## src/rtl/assert_macros.svh

```systemverilog
// Assertion macros shared by the RTL of the event histogram block.
// No dependencies; included by files that carry concurrent assertions.
`ifndef ASSERT_MACROS_SVH
`define ASSERT_MACROS_SVH

// Checked on every rising edge, held off while reset is high.
`define ASSERT_CLK(label, ck, rs, prop, msg) \
  label: assert property (@(posedge ck) disable iff (rs) prop) else $error(msg);

// Checked on every rising edge, reset included.
`define ASSERT_ALWAYS(label, ck, prop, msg) \
  label: assert property (@(posedge ck) prop) else $error(msg);

`endif

```

## src/rtl/ehh_pkg.sv

```systemverilog
// Shared constants for the event histogram / heatmap accumulator.
// No dependencies; imported by ehh_bin_div and the top level.
package ehh_pkg;

  localparam int TIME_W   = 64;
  localparam int TICK_W   = 32;
  localparam int CNT_W    = 32;
  localparam int PIX_IN_W = 16;
  localparam int RIDX_W   = 19;
  localparam int BIN_W    = 12;               // width of bins_in_use, so bins stay below 4096
  localparam int DVD_W    = TICK_W + BIN_W;   // dividend width once quotient < 2**BIN_W

  localparam int S_TDATA_W = 120;
  localparam int CFG_IDX_W = 2;
  localparam int CFG_DAT_W = 64;

  localparam logic [1:0] OP_COUNT = 2'd0;
  localparam logic [1:0] OP_READ  = 2'd1;
  localparam logic [1:0] OP_CLEAR = 2'd2;

  localparam logic [1:0] STAT_COUNTED = 2'd0;
  localparam logic [1:0] STAT_DROPPED = 2'd1;
  localparam logic [1:0] STAT_READ    = 2'd2;
  localparam logic [1:0] STAT_CLEARED = 2'd3;

  localparam logic [CFG_IDX_W-1:0] REG_MODE  = 2'd0;
  localparam logic [CFG_IDX_W-1:0] REG_START = 2'd1;
  localparam logic [CFG_IDX_W-1:0] REG_TICKS = 2'd2;
  localparam logic [CFG_IDX_W-1:0] REG_BINS  = 2'd3;

  localparam logic [TICK_W-1:0] TICKS_RESET = 32'd1000;
  localparam logic [BIN_W-1:0]  BINS_RESET  = 12'd2000;

endpackage

```

## src/rtl/ehh_bin_div.sv

```systemverilog
// Restoring divider for the bin number, one quotient bit per cycle.
// Depends on ehh_pkg. Caller guarantees dividend < divisor * 2**BIN_W.
module ehh_bin_div (
  input  logic                        clk,
  input  logic                        rst,
  input  logic                        start,
  input  logic [ehh_pkg::DVD_W-1:0]   dividend,
  input  logic [ehh_pkg::TICK_W-1:0]  divisor,
  output logic                        done,
  output logic [ehh_pkg::BIN_W-1:0]   quotient
);
  import ehh_pkg::*;

  localparam int STEP_W = $clog2(BIN_W + 1);

  logic [DVD_W-1:0]  rem;
  logic [DVD_W-1:0]  dsh;
  logic [STEP_W-1:0] steps;
  logic              busy;
  logic              ge;

  assign ge = rem >= dsh;

  always_ff @(posedge clk) begin
    if (rst) begin
      busy  <= 1'b0;
      done  <= 1'b0;
      steps <= '0;
    end else begin
      done <= 1'b0;
      if (start) begin
        rem      <= dividend;
        dsh      <= DVD_W'({divisor, {(BIN_W-1){1'b0}}});
        quotient <= '0;
        steps    <= STEP_W'(BIN_W);
        busy     <= 1'b1;
      end else if (busy) begin
        if (ge) begin
          rem <= rem - dsh;
        end
        quotient <= {quotient[BIN_W-2:0], ge};
        dsh      <= dsh >> 1;
        steps    <= steps - 1'b1;
        if (steps == STEP_W'(1)) begin
          busy <= 1'b0;
          done <= 1'b1;
        end
      end
    end
  end

endmodule

```

## config.mk

```make
export PLATFORM = sky130hd
export DESIGN_NAME = ehh_bin_div
export DESIGN_NICKNAME = d
export VERILOG_FILES = /design/src/rtl/assert_macros.svh /design/src/rtl/ehh_pkg.sv /design/src/rtl/ehh_bin_div.sv
export SDC_FILE = /design/constraint.sdc
export NUM_CORES = 1
export LEC_CHECK = 0
export BUFFER_PORTS_ARGS = -buffer_cell sky130_fd_sc_hd__buf_2
export CELL_PAD_IN_SITES_DETAIL_PLACEMENT = 1
export CELL_PAD_IN_SITES_GLOBAL_PLACEMENT = 1
export CORE_ASPECT_RATIO = 0.9
export CORE_UTILIZATION = 50
export CTS_BUF_LIST = sky130_fd_sc_hd__clkbuf_4
export DETAILED_ROUTE_END_ITERATION = 10
export PLACE_DENSITY_LB_ADDON = 0.1
export SYNTH_ARGS = -nofsm -noshare
export SYNTH_HDL_FRONTEND = slang
export SYNTH_SLANG_ARGS = --single-unit
```

## constraint.sdc

```tcl
create_clock -name clk -period 9.4 [get_ports clk]
set_input_delay 0.94 -clock clk [delete_from_list [all_inputs] [get_ports clk]]
set_output_delay 0.94 -clock clk [all_outputs]
set_load 0.03 [all_outputs]
```

==> metrics, run 1 <==
outcome=finished with violations; worst path required time=9.56 ns; CTS tree=done; Max-cap violations=0; max-slew violations=0; slowest cell on the critical path=buf_4; post-synthesis simple-gate area fraction=15.0%; reg2reg setup slack=6.00 ns; Buf/Inv on CP=1; die width=125 um; hold buffer count at CTS=0; Sw Pwr=0.437 mW; Hold Path Depth=3; worst-skew pair later-pin latency=0.49 ns; Clock power frac=22.9%; Core Box Area=13,400 um^2; Synth Warn #=0; GRT Total Usage=25.2%; Gate power share=32.4%; RSZ-0062 raised after global routing=no; Post-CTS Resized=0; vias in the first global route=5,651; Avg Synthesized Cell Area=9.36 um^2; top cells by area, synth=edfxtp_1 (43%), ha_1 (8.2%), o21ai_0 (6.5%); Final Instance Area=7600 um^2; arrival time worst endpoint=3.56 ns; area share of the largest cell type after synthesis=43.4%; Post-synth EDFFs=99; register area share after synthesis=45.1%; TritonCTS Buffers=9; CP top delay family=compound AO/OA/AOI/OAI gates; post-synthesis compound-gate area fraction=20.3%; Starting Density=51.3%; initial antenna violation count=1; cell area after synthesis=6850 um^2; Total Wirelength=17,000 um; CP most frequent cell=a21oi_2; Area Overhead vs Synth=10.9%; slack of the critical path=6.00 ns; Post-Place Cell Area=7410 um^2; die height=113 um; Max Freq=294 MHz; Synth area leader=edfxtp_1; CP endpoint kind=flip-flop; Critical R2R Launch=dsh[0]; Avg WL per Cell=17.4 um; slew margin rel.=34.5%; hold worst-path end=done; Max stage delay on crit path=0.42 ns; post-synth cell types=59; postcts setup bufs=0; die area=14,200 um^2; post-synthesis mux area share=0.475%; Root Driver=clkbuf_4; Site Rows=40; Pint=0.861 mW; pre-CTS setup slack=5.95 ns; vias per std cell=5.65; 1st-pass router iterations=10; DR iter-0 viols=322; largest family of logic cells by synthesized area=compound AO/OA/AOI/OAI gates; cells after synthesis=732; DRC errors left=3; area share of fa/ha/maj cells after synthesis=8.51%; Final Util=56.9%; share of cells above drive strength 1=17.2%; worst slew pin tran=0.982 ns; worst path cell trace=ha_1 -> fa_1 -> nor2b_1 -> o31ai_2 -> a21oi_2 -> nor3b_1 -> o21ai_2 -> a21oi_2 -> o31ai_1 -> a21oi_1 -> nor3_2 -> buf_4; period utilisation layout=36.2%; crit-path max FO=28; startpoint type of the worst setup path=flip-flop; final setup fails=0; VDD IR max=104 uV; number of top-level pins=92; Crit Path Category=reg -> reg; Top FF cell, synth=edfxtp_1; xor/xnor share of the synthesized area=5.50%; largest net degree at the start of global routing=112; leakage=3.16 nW; switching part of the total power=33.6%; DRT antenna net count=0; RR Endpoint=rem[18]; clock skew=0.0190 ns; clock slew seen by the registers of the worst setup and hold paths=0.16 ns; final hold violations=0; fin nets=929; Synthesized Nets=857; setup tns final=0 ns; Tmin final=3.40 ns; Seq cells post-synth=105; Filler cells=1,602; pwr dens=171 nW/um^2; GP Congestion=0.863; HP Start=steps[3]; first-pass GRT wire length=28,400 um; CTS max path bufs=2; Flop pwr share=44.7%; violated checks=DRC; H-tree lvl count=3; GRT overflow=0; asr flop ratio synth=0%; CTS Sinks=105; worst r2r path cells=12; Min-Delay Path Class=reg -> reg; via count=5,523; hpwl dp=12,700 um; IO buf count=91
-- cells in the final DEF (no fill, tap or decap), types with 5 or more instances in the layout --
master    synthesis  layout
a21o_1           18      18
a21oi_1          52      52
a21oi_2           6       6
and3_1            7       7
buf_2             9      90
buf_4             1       5
clkbuf_4          0       9
dfxtp_1           6       6
edfxtp_1         99      99
ha_1             45      45
inv_1            54      54
nand2_1         112     112
nand2b_1          7       7
nand4_1          12      12
nor2_1           37      36
nor2b_1          15      15
nor3_1           11      10
o21ai_0          89      89
o21ai_1          13      13
o21bai_1          7       7
xnor2_1          23      23
xor2_1           20      20
-- flip-flops by register name, summed over array words and instances (netlist names) --
signal,count
rem,44
steps,4
busy,1
done,1
quotient,12
dsh,43
-- layer usage --
| metal | routed length [um] | track usage [%] |
|---|---|---|
| met4 | 216 | 6.83 |
| met1 | 7930 | 33.2 |
| met5 | 0 | 0 |
| met3 | 533 | 4.87 |
| met2 | 8310 | 42.6 |
-- through the flow --
step,total power [mW],cells,hold WS (ns)
global route,1.37,978,0.599
finish,1.30,978,0.569
detailed placement,1.01,961,0.523
CTS,1.30,977,0.569
floorplan,0.897,732,0.477
global placement,0.987,961,0.492
-- Yosys cell counts, types with 15 or more instances --
library cell and number:
nor2_1 37, inv_1 54, xnor2_1 23, o21ai_0 89, nand2_1 112, a21oi_1 52
edfxtp_1 99, a21o_1 18, xor2_1 20, nor2b_1 15, clkbuf_1 19, ha_1 45
-- worst max path at each step --
stage | startpoint | slack, ns | end | cells after the start
2_1_floorplan | dsh[0] | 3.82 | rem[0] | 11
3_3_place_gp | start | 6.04 | rem[17] | 5
3_5_place_dp | start | 5.95 | rem[6] | 5
4_1_cts | dsh[0] | 6.00 | rem[18] | 12
5_1_grt | dsh[0] | 5.77 | rem[18] | 12
6_report | dsh[0] | 6.00 | rem[18] | 12
-- area by class of cell --
cell class | count | area (um^2) | area share (%)
diodes | 1 | 2.50 | 0.0329
clock buffers | 9 | 67.6 | 0.889
clock inverters | 7 | 116 | 1.53
inverters | 54 | 203 | 2.67
multi-input cells | 539 | 3420 | 45.0
flip-flops and latches | 105 | 3090 | 40.7
well taps | 168 | 210 | 2.77
repair buffers | 95 | 488 | 6.42
-- cell families after synthesis --
kind of cell,after synthesis
adders and majority gates,46
xor gates and xnor gates,43
muxes,3
buffers and inverters,88
AOI/OAI and AO/OA,225
and+or+nand+nor,222
DFF,105
-- worst register-to-register path: stages (launching register included) --
cell,delay (ns)
edfxtp_1,0.41
ha_1,0.22
fa_1,0.41
nor2b_1,0.20
o31ai_2,0.09
a21oi_2,0.22
nor3b_1,0.11
o21ai_2,0.27
a21oi_2,0.11
o31ai_1,0.29
a21oi_1,0.12
nor3_2,0.19
buf_4,0.42
-- power groups by stage --
stage | combinational, mW | sequential (mW) | clock, mW
after CTS | 0.420 | 0.580 | 0.305
final | 0.420 | 0.580 | 0.298
after floorplan | 0.302 | 0.595 | 0
after global placement | 0.399 | 0.588 | 0
after detailed placement | 0.416 | 0.591 | 0
after global routing | 0.468 | 0.584 | 0.318
No activity file was read; power rests on OpenSTA's default activity.
==> run 2: changes to the inputs <==
Settings changed: CORE_UTILIZATION 50 to 42.
Clock period 9.4 ns to 2.85 ns, I/O delays scaled along.
==> metrics, run 2 (synthesis gave the netlist of run 1 again) <==
CTS tree=done (unchanged); CP endpoint kind=flip-flop (unchanged); leading cell type in the layout, fill and taps excluded=nand2_1 (unchanged); Root Driver=clkbuf_4 (unchanged); max reg flops=44 (unchanged); outcome=finished with violations (unchanged); Filler cells=1,830 (was 1,602); largest net degree at the start of global routing=131 (was 112); DR iter-0 viols=256 (was 322); Reg with most FFs=rem (unchanged); non-filler cells in the finished layout=1,087 (was 978); DRT antenna net count=0 (unchanged); Tot Pwr=4.51 mW (was 1.30 mW); initial antenna violation count=1 (unchanged); clock slew seen by the registers of the worst setup and hold paths=0.17 ns (was 0.16 ns); arrival time worst endpoint=3.15 ns (was 3.56 ns); WHS=0.0439 ns (was 0.569 ns); Final Util=54.4% (was 56.9%); setup tns final=-1.11 ns (was 0 ns); TritonCTS Buffers=9 (unchanged); worst path cell trace=ha_2 -> fa_2 -> nor2b_4 -> o31ai_2 -> a21oi_2 -> nor3b_2 -> o21ai_2 -> a21oi_2 -> o31ai_4 -> a21oi_2 -> nor3_4 -> buf_6 -> clkbuf_16 (was ha_1 -> fa_1 -> nor2b_1 -> o31ai_2 -> a21oi_2 -> nor3b_1 -> o21ai_2 -> a21oi_2 -> o31ai_1 -> a21oi_1 -> nor3_2 -> buf_4); Crit Path Category=reg -> reg (unchanged); die area=16,800 um^2 (was 14,200 um^2); hpwl dp=13,800 um (was 12,700 um); startpoint type of the worst setup path=flip-flop (unchanged); first-pass GRT wire length=30,000 um (was 28,400 um); vias in the first global route=6,056 (was 5,651); worst path required time=3.09 ns (was 9.56 ns); pwr dens=530 nW/um^2 (was 171 nW/um^2); die height=123 um (was 113 um); number of top-level pins=92 (unchanged); slack of the critical path=-0.0652 ns (was 6.00 ns); Min-Delay Path Class=in -> reg (was reg -> reg); CTS Sinks=105 (unchanged); Max Freq=343 MHz (was 294 MHz); H-tree lvl count=3 (unchanged); Tmin final=2.92 ns (was 3.40 ns); Placed Instances=1,057 (was 961); Post-Place Cell Area=7970 um^2 (was 7410 um^2); hold buffer count at CTS=0 (unchanged); CTS max path bufs=2 (unchanged); leakage=3.59 nW (was 3.16 nW); Max-cap violations=0 (unchanged); Starting Density=43.8% (was 51.3%); pre-CTS setup slack=-0.210 ns (was 5.95 ns); clock skew=0.0205 ns (was 0.0190 ns); period utilisation layout=102% (was 36.2%); crit-path max FO=7 (was 28); worst slew pin tran=0.524 ns (was 0.982 ns); commonest cells after routing, fill and taps aside=nand2_1 (111), edfxtp_1 (99), buf_2 (90), o21ai_0 (87), buf_4 (73) (was nand2_1 (112), edfxtp_1 (99), buf_2 (90), o21ai_0 (89), inv_1 (54)); slew margin rel.=65.1% (was 34.5%); Site Rows=43 (was 40); DRC errors left=0 (was 3); die width=137 um (was 125 um); RSZ-0062 raised after global routing=yes (was no); GRT overflow=0 (unchanged); 1st-pass router iterations=4 (was 10); worst-skew pair later-pin latency=0.51 ns (was 0.49 ns); fin nets=1,004 (was 929); CP most frequent cell=a21oi_2 (unchanged); via count=5,802 (was 5,523); Final Instance Area=8510 um^2 (was 7600 um^2); Core Box Area=15,700 um^2 (was 13,400 um^2); final setup fails=30 (was 0); Avg WL per Cell=17.0 um (was 17.4 um); final hold violations=0 (unchanged); IO buf count=91 (unchanged); Area Overhead vs Synth=24.2% (was 10.9%); Max stage delay on crit path=0.40 ns (was 0.42 ns); max-slew violations=0 (unchanged); violated checks=setup timing (was DRC); Total Wirelength=18,500 um (was 17,000 um); VDD IR max=304 uV (was 104 uV); GRT Total Usage=23.0% (was 25.2%); slowest cell on the critical path=edfxtp_1 (was buf_4); vias per std cell=5.34 (was 5.65); GP Congestion=0.864 (was 0.863); share of cells above drive strength 1=28.4% (was 17.2%); Top Registers=rem: 44 flops, dsh: 43 flops, quotient: 12 flops (unchanged)
run 2: cell types whose count changed in the layout (fill, tap and decap cells not counted), moves of 3 or more:
cell	change
buf_4	+68
a21oi_2	+9
ha_1	-6
ha_2	+3
a21oi_1	-11
ha_4	+3
clkbuf_4	+3
run 2: worst max-delay path: cells and delay by family, from the launching register on:
kind	cells	cell delay [ns]
flops	1	0.40
fa+ha+maj	2	0.56
buf+inv	2	0.32
compound gates	6	0.92
simple gates	3	0.44
run 2: final timing paths:
kind                                   from  endpoint  slack [ns]  cells past startpoint
worst max-delay path                 dsh[0]   rem[12]       -0.07                     13
worst min-delay path            divisor[17]   dsh[28]        0.04                      3
worst max register to register       dsh[0]   rem[12]       -0.07                     13
worst min register to register     steps[1]  steps[1]        0.52                      2
run 2: layout make-up:
class                   count  area (um^2)  area share [%]
well taps                 202          253            2.97
repair buffers            170         1130            13.3
inverters                  54          203            2.38
multi-input cells         539         3690            43.3
clock buffers              12         90.1            1.06
clock inverters             4         52.6           0.617
flip-flops and latches    105         3090            36.3
diodes                      1         2.50          0.0294
run 2: routing by layer:
| layer | global-route usage [%] | vias to the layer above | part of all wire, % | wire length, um |
|---|---|---|---|---|
| li1 | - | 2895 | - | - |
| met1 | 31.1 | 2803 | 48 | 8880 |
| met2 | 37.9 | 84 | 48 | 8850 |
| met3 | 4.26 | 20 | 2.9 | 533 |
| met4 | 5.83 | 0 | 1.4 | 259 |
| met5 | 0 | - | 0 | 0 |
run 2: repair_timing:
action,4_1_cts,5_1_grt
gates resized for setup,13,39
pin swaps,16,21
endpoints found under the setup margin,47,59
setup buffers,7,4
cloned,1,1
run 2: power breakdown:
part	switching [mW]	internal, mW
registers	0.0494	1.87
logic	0.981	0.775
clock network	0.535	0.303
total	1.57	2.94
==> run 3: changes to the inputs <==
Settings changed: ABC_AREA set to 1, CORE_UTILIZATION 42 to 40, CTS_CLUSTER_DIAMETER set to 50, PLACE_DENSITY set to 0.91, PLACE_DENSITY_LB_ADDON 0.1 to not set.
==> metrics, run 3 <==
Max Freq=376 MHz (was 343 MHz); reg2reg setup slack=0.19 ns (was -0.07 ns); Area Overhead vs Synth=12.2% (was 24.2%); GRT Total Usage=23.8% (was 23.0%); DR iter-0 viols=413 (was 256); worst-skew pair later-pin latency=0.53 ns (was 0.51 ns); Filler cells=2,617 (was 1,830); final hold violations=0 (unchanged); Seq cells post-synth=105 (unchanged); leakage=4.65 nW (was 3.59 nW); Root Driver=clkbuf_4 (unchanged); via count=7,588 (was 5,802); top cells by area, synth=edfxtp_1 (37%), nand2_1 (21%), inv_1 (11%) (was edfxtp_1 (43%), ha_1 (8.2%), o21ai_0 (6.5%)); CTS Sinks=105 (unchanged); 1st-pass router iterations=4 (unchanged); clock slew seen by the registers of the worst setup and hold paths=0.20 ns (was 0.17 ns); arrival time worst endpoint=2.89 ns (was 3.15 ns); post-synth cell types=35 (was 59); Tmin final=2.66 ns (was 2.92 ns); crit-path max FO=23 (was 7); DRC errors left=0 (unchanged); CTS tree=done (unchanged); startpoint type of the worst setup path=flip-flop (unchanged); Max-cap violations=0 (unchanged); commonest cells after routing, fill and taps aside=nand2_1 (437), inv_1 (239), nor2_1 (99), edfxtp_1 (99), buf_2 (90) (was nand2_1 (111), edfxtp_1 (99), buf_2 (90), o21ai_0 (87), buf_4 (73)); initial antenna violation count=1 (unchanged); Post-Place Cell Area=8760 um^2 (was 7970 um^2); area share of the largest cell type after synthesis=37.3% (was 43.4%); Synthesized Nets=1,299 (was 857); postcts setup bufs=0 (was 7); max reg flops=44 (unchanged); die height=136 um (was 123 um); Top FF cell, synth=edfxtp_1 (unchanged); pwr dens=471 nW/um^2 (was 530 nW/um^2); setup tns final=0 ns (was -1.11 ns); die width=151 um (was 137 um); RSZ-0062 raised after global routing=no (was yes); register area share after synthesis=38.8% (was 45.1%); Top Registers=rem: 44 flops, dsh: 43 flops, quotient: 12 flops (unchanged); Reg with most FFs=rem (unchanged); largest net degree at the start of global routing=150 (was 131); DRT antenna net count=0 (unchanged); Site Rows=48 (was 43); Total Wirelength=23,500 um (was 18,500 um); Avg WL per Cell=15.4 um (was 17.0 um); Synth area leader=edfxtp_1 (unchanged); TritonCTS Buffers=9 (unchanged); vias in the first global route=7,446 (was 6,056); Post-synth EDFFs=99 (unchanged); slew margin rel.=59.8% (was 65.1%); asr flop ratio synth=0% (unchanged); Final Instance Area=8930 um^2 (was 8510 um^2); first-pass GRT wire length=37,300 um (was 30,000 um); final setup fails=0 (was 30); number of top-level pins=92 (unchanged); Avg Synthesized Cell Area=6.78 um^2 (was 9.36 um^2); share of cells above drive strength 1=11.3% (was 28.4%); leading cell type in the layout, fill and taps excluded=nand2_1 (unchanged); vias per std cell=4.99 (was 5.34); Starting Density=41.2% (was 43.8%); hpwl dp=18,600 um (was 13,800 um); most numerous cell in the Yosys netlist=nand2_1 (unchanged); clock skew=0.0284 ns (was 0.0205 ns); CP endpoint kind=flip-flop (unchanged); Post-CTS Resized=0 (was 13); WHS=0.0252 ns (was 0.0439 ns); cells after synthesis=1,174 (was 732); Placed Instances=1,501 (was 1,057); max-slew violations=0 (unchanged); VDD IR max=246 uV (was 304 uV); Min-Delay Path Class=in -> reg (unchanged); Core Box Area=19,300 um^2 (was 15,700 um^2); Crit Path Category=reg -> reg (unchanged); hold buffer count at CTS=4 (was 0); IO buf count=91 (unchanged); worst slew pin tran=0.603 ns (was 0.524 ns); worst path required time=3.08 ns (was 3.09 ns); period utilisation layout=93.4% (was 102%); fin nets=1,391 (was 1,004); outcome=finished, final reports clean (was finished with violations); GRT overflow=0 (unchanged); cell area after synthesis=7960 um^2 (was 6850 um^2); die area=20,500 um^2 (was 16,800 um^2); H-tree lvl count=3 (unchanged); Synth Warn #=0 (unchanged); GP Congestion=0.920 (was 0.864); CTS max path bufs=2 (unchanged); Synth top cells by count=nand2_1 (437), inv_1 (240), edfxtp_1 (99), nor2_1 (99), nand3_1 (62) (was nand2_1 (112), edfxtp_1 (99), o21ai_0 (89)); non-filler cells in the finished layout=1,522 (was 1,087)
-- run 3: worst paths after layout --
path	startpoint	to	cells after the start
max	dsh[0]	rem[12]	16
min reg2reg	steps[3]	steps[3]	2
max reg2reg	dsh[0]	rem[12]	16
min	dividend[4]	rem[4]	3
-- run 3: critical path, stage by stage (launching register included) --
cell and delay, ns:
edfxtp_1 0.41, ha_1 0.21, fa_1 0.36, inv_1 0.12
nand2_1 0.08, nand2_1 0.08, nand3_1 0.10, nand2_2 0.14
nand2_2 0.06, nand2_2 0.08, nand2_1 0.07, nand2_1 0.08
nand2_1 0.07, nand3_1 0.08, nand2_1 0.09, clkinvlp_4 0.12
buf_12 0.20
-- run 3: per-stage QoR --
step	worst slack [ns]	power [mW]	utilization, %
finish	0.189	4.21	46.2
global route	0.000592	4.45	46.2
CTS	0.184	4.22	46.2
detailed placement	0.244	3.42	45.3
global placement	0.311	3.35	45.3
floorplan	0.186	2.94	-
-- run 3: cell families after synthesis --
family,share of synthesized area (%)
buf+inv,12.4
flops,38.8
fa+ha+maj,7.32
simple gates,33.3
compound gates,6.66
xor+xnor,1.43
-- run 3: where the power goes --
part           leakage [nW]  internal [mW]  switching [mW]
clock                0.0699          0.199           0.601
combinational          3.58          0.496            1.03
sequential             1.00           1.85          0.0413
-- run 3: metal layers --
metal / GRT usage, % / wire length, um
met1: 32.9 / 11600
met2: 38.4 / 10400
met3: 3.56 / 1130
met4: 6.61 / 382
met5: 0 / 0
-- run 3: final cells by class --
cell class / count / area [um^2] / area share (%)
antenna: 1 / 2.50 / 0.0280
clock buffer: 9 / 67.6 / 0.756
clock inverter: 7 / 62.6 / 0.700
inverter: 244 / 920 / 10.3
multi-input combinational: 806 / 3890 / 43.6
sequential: 105 / 3090 / 34.6
tap: 250 / 313 / 3.50
timing repair buffer: 100 / 586 / 6.55
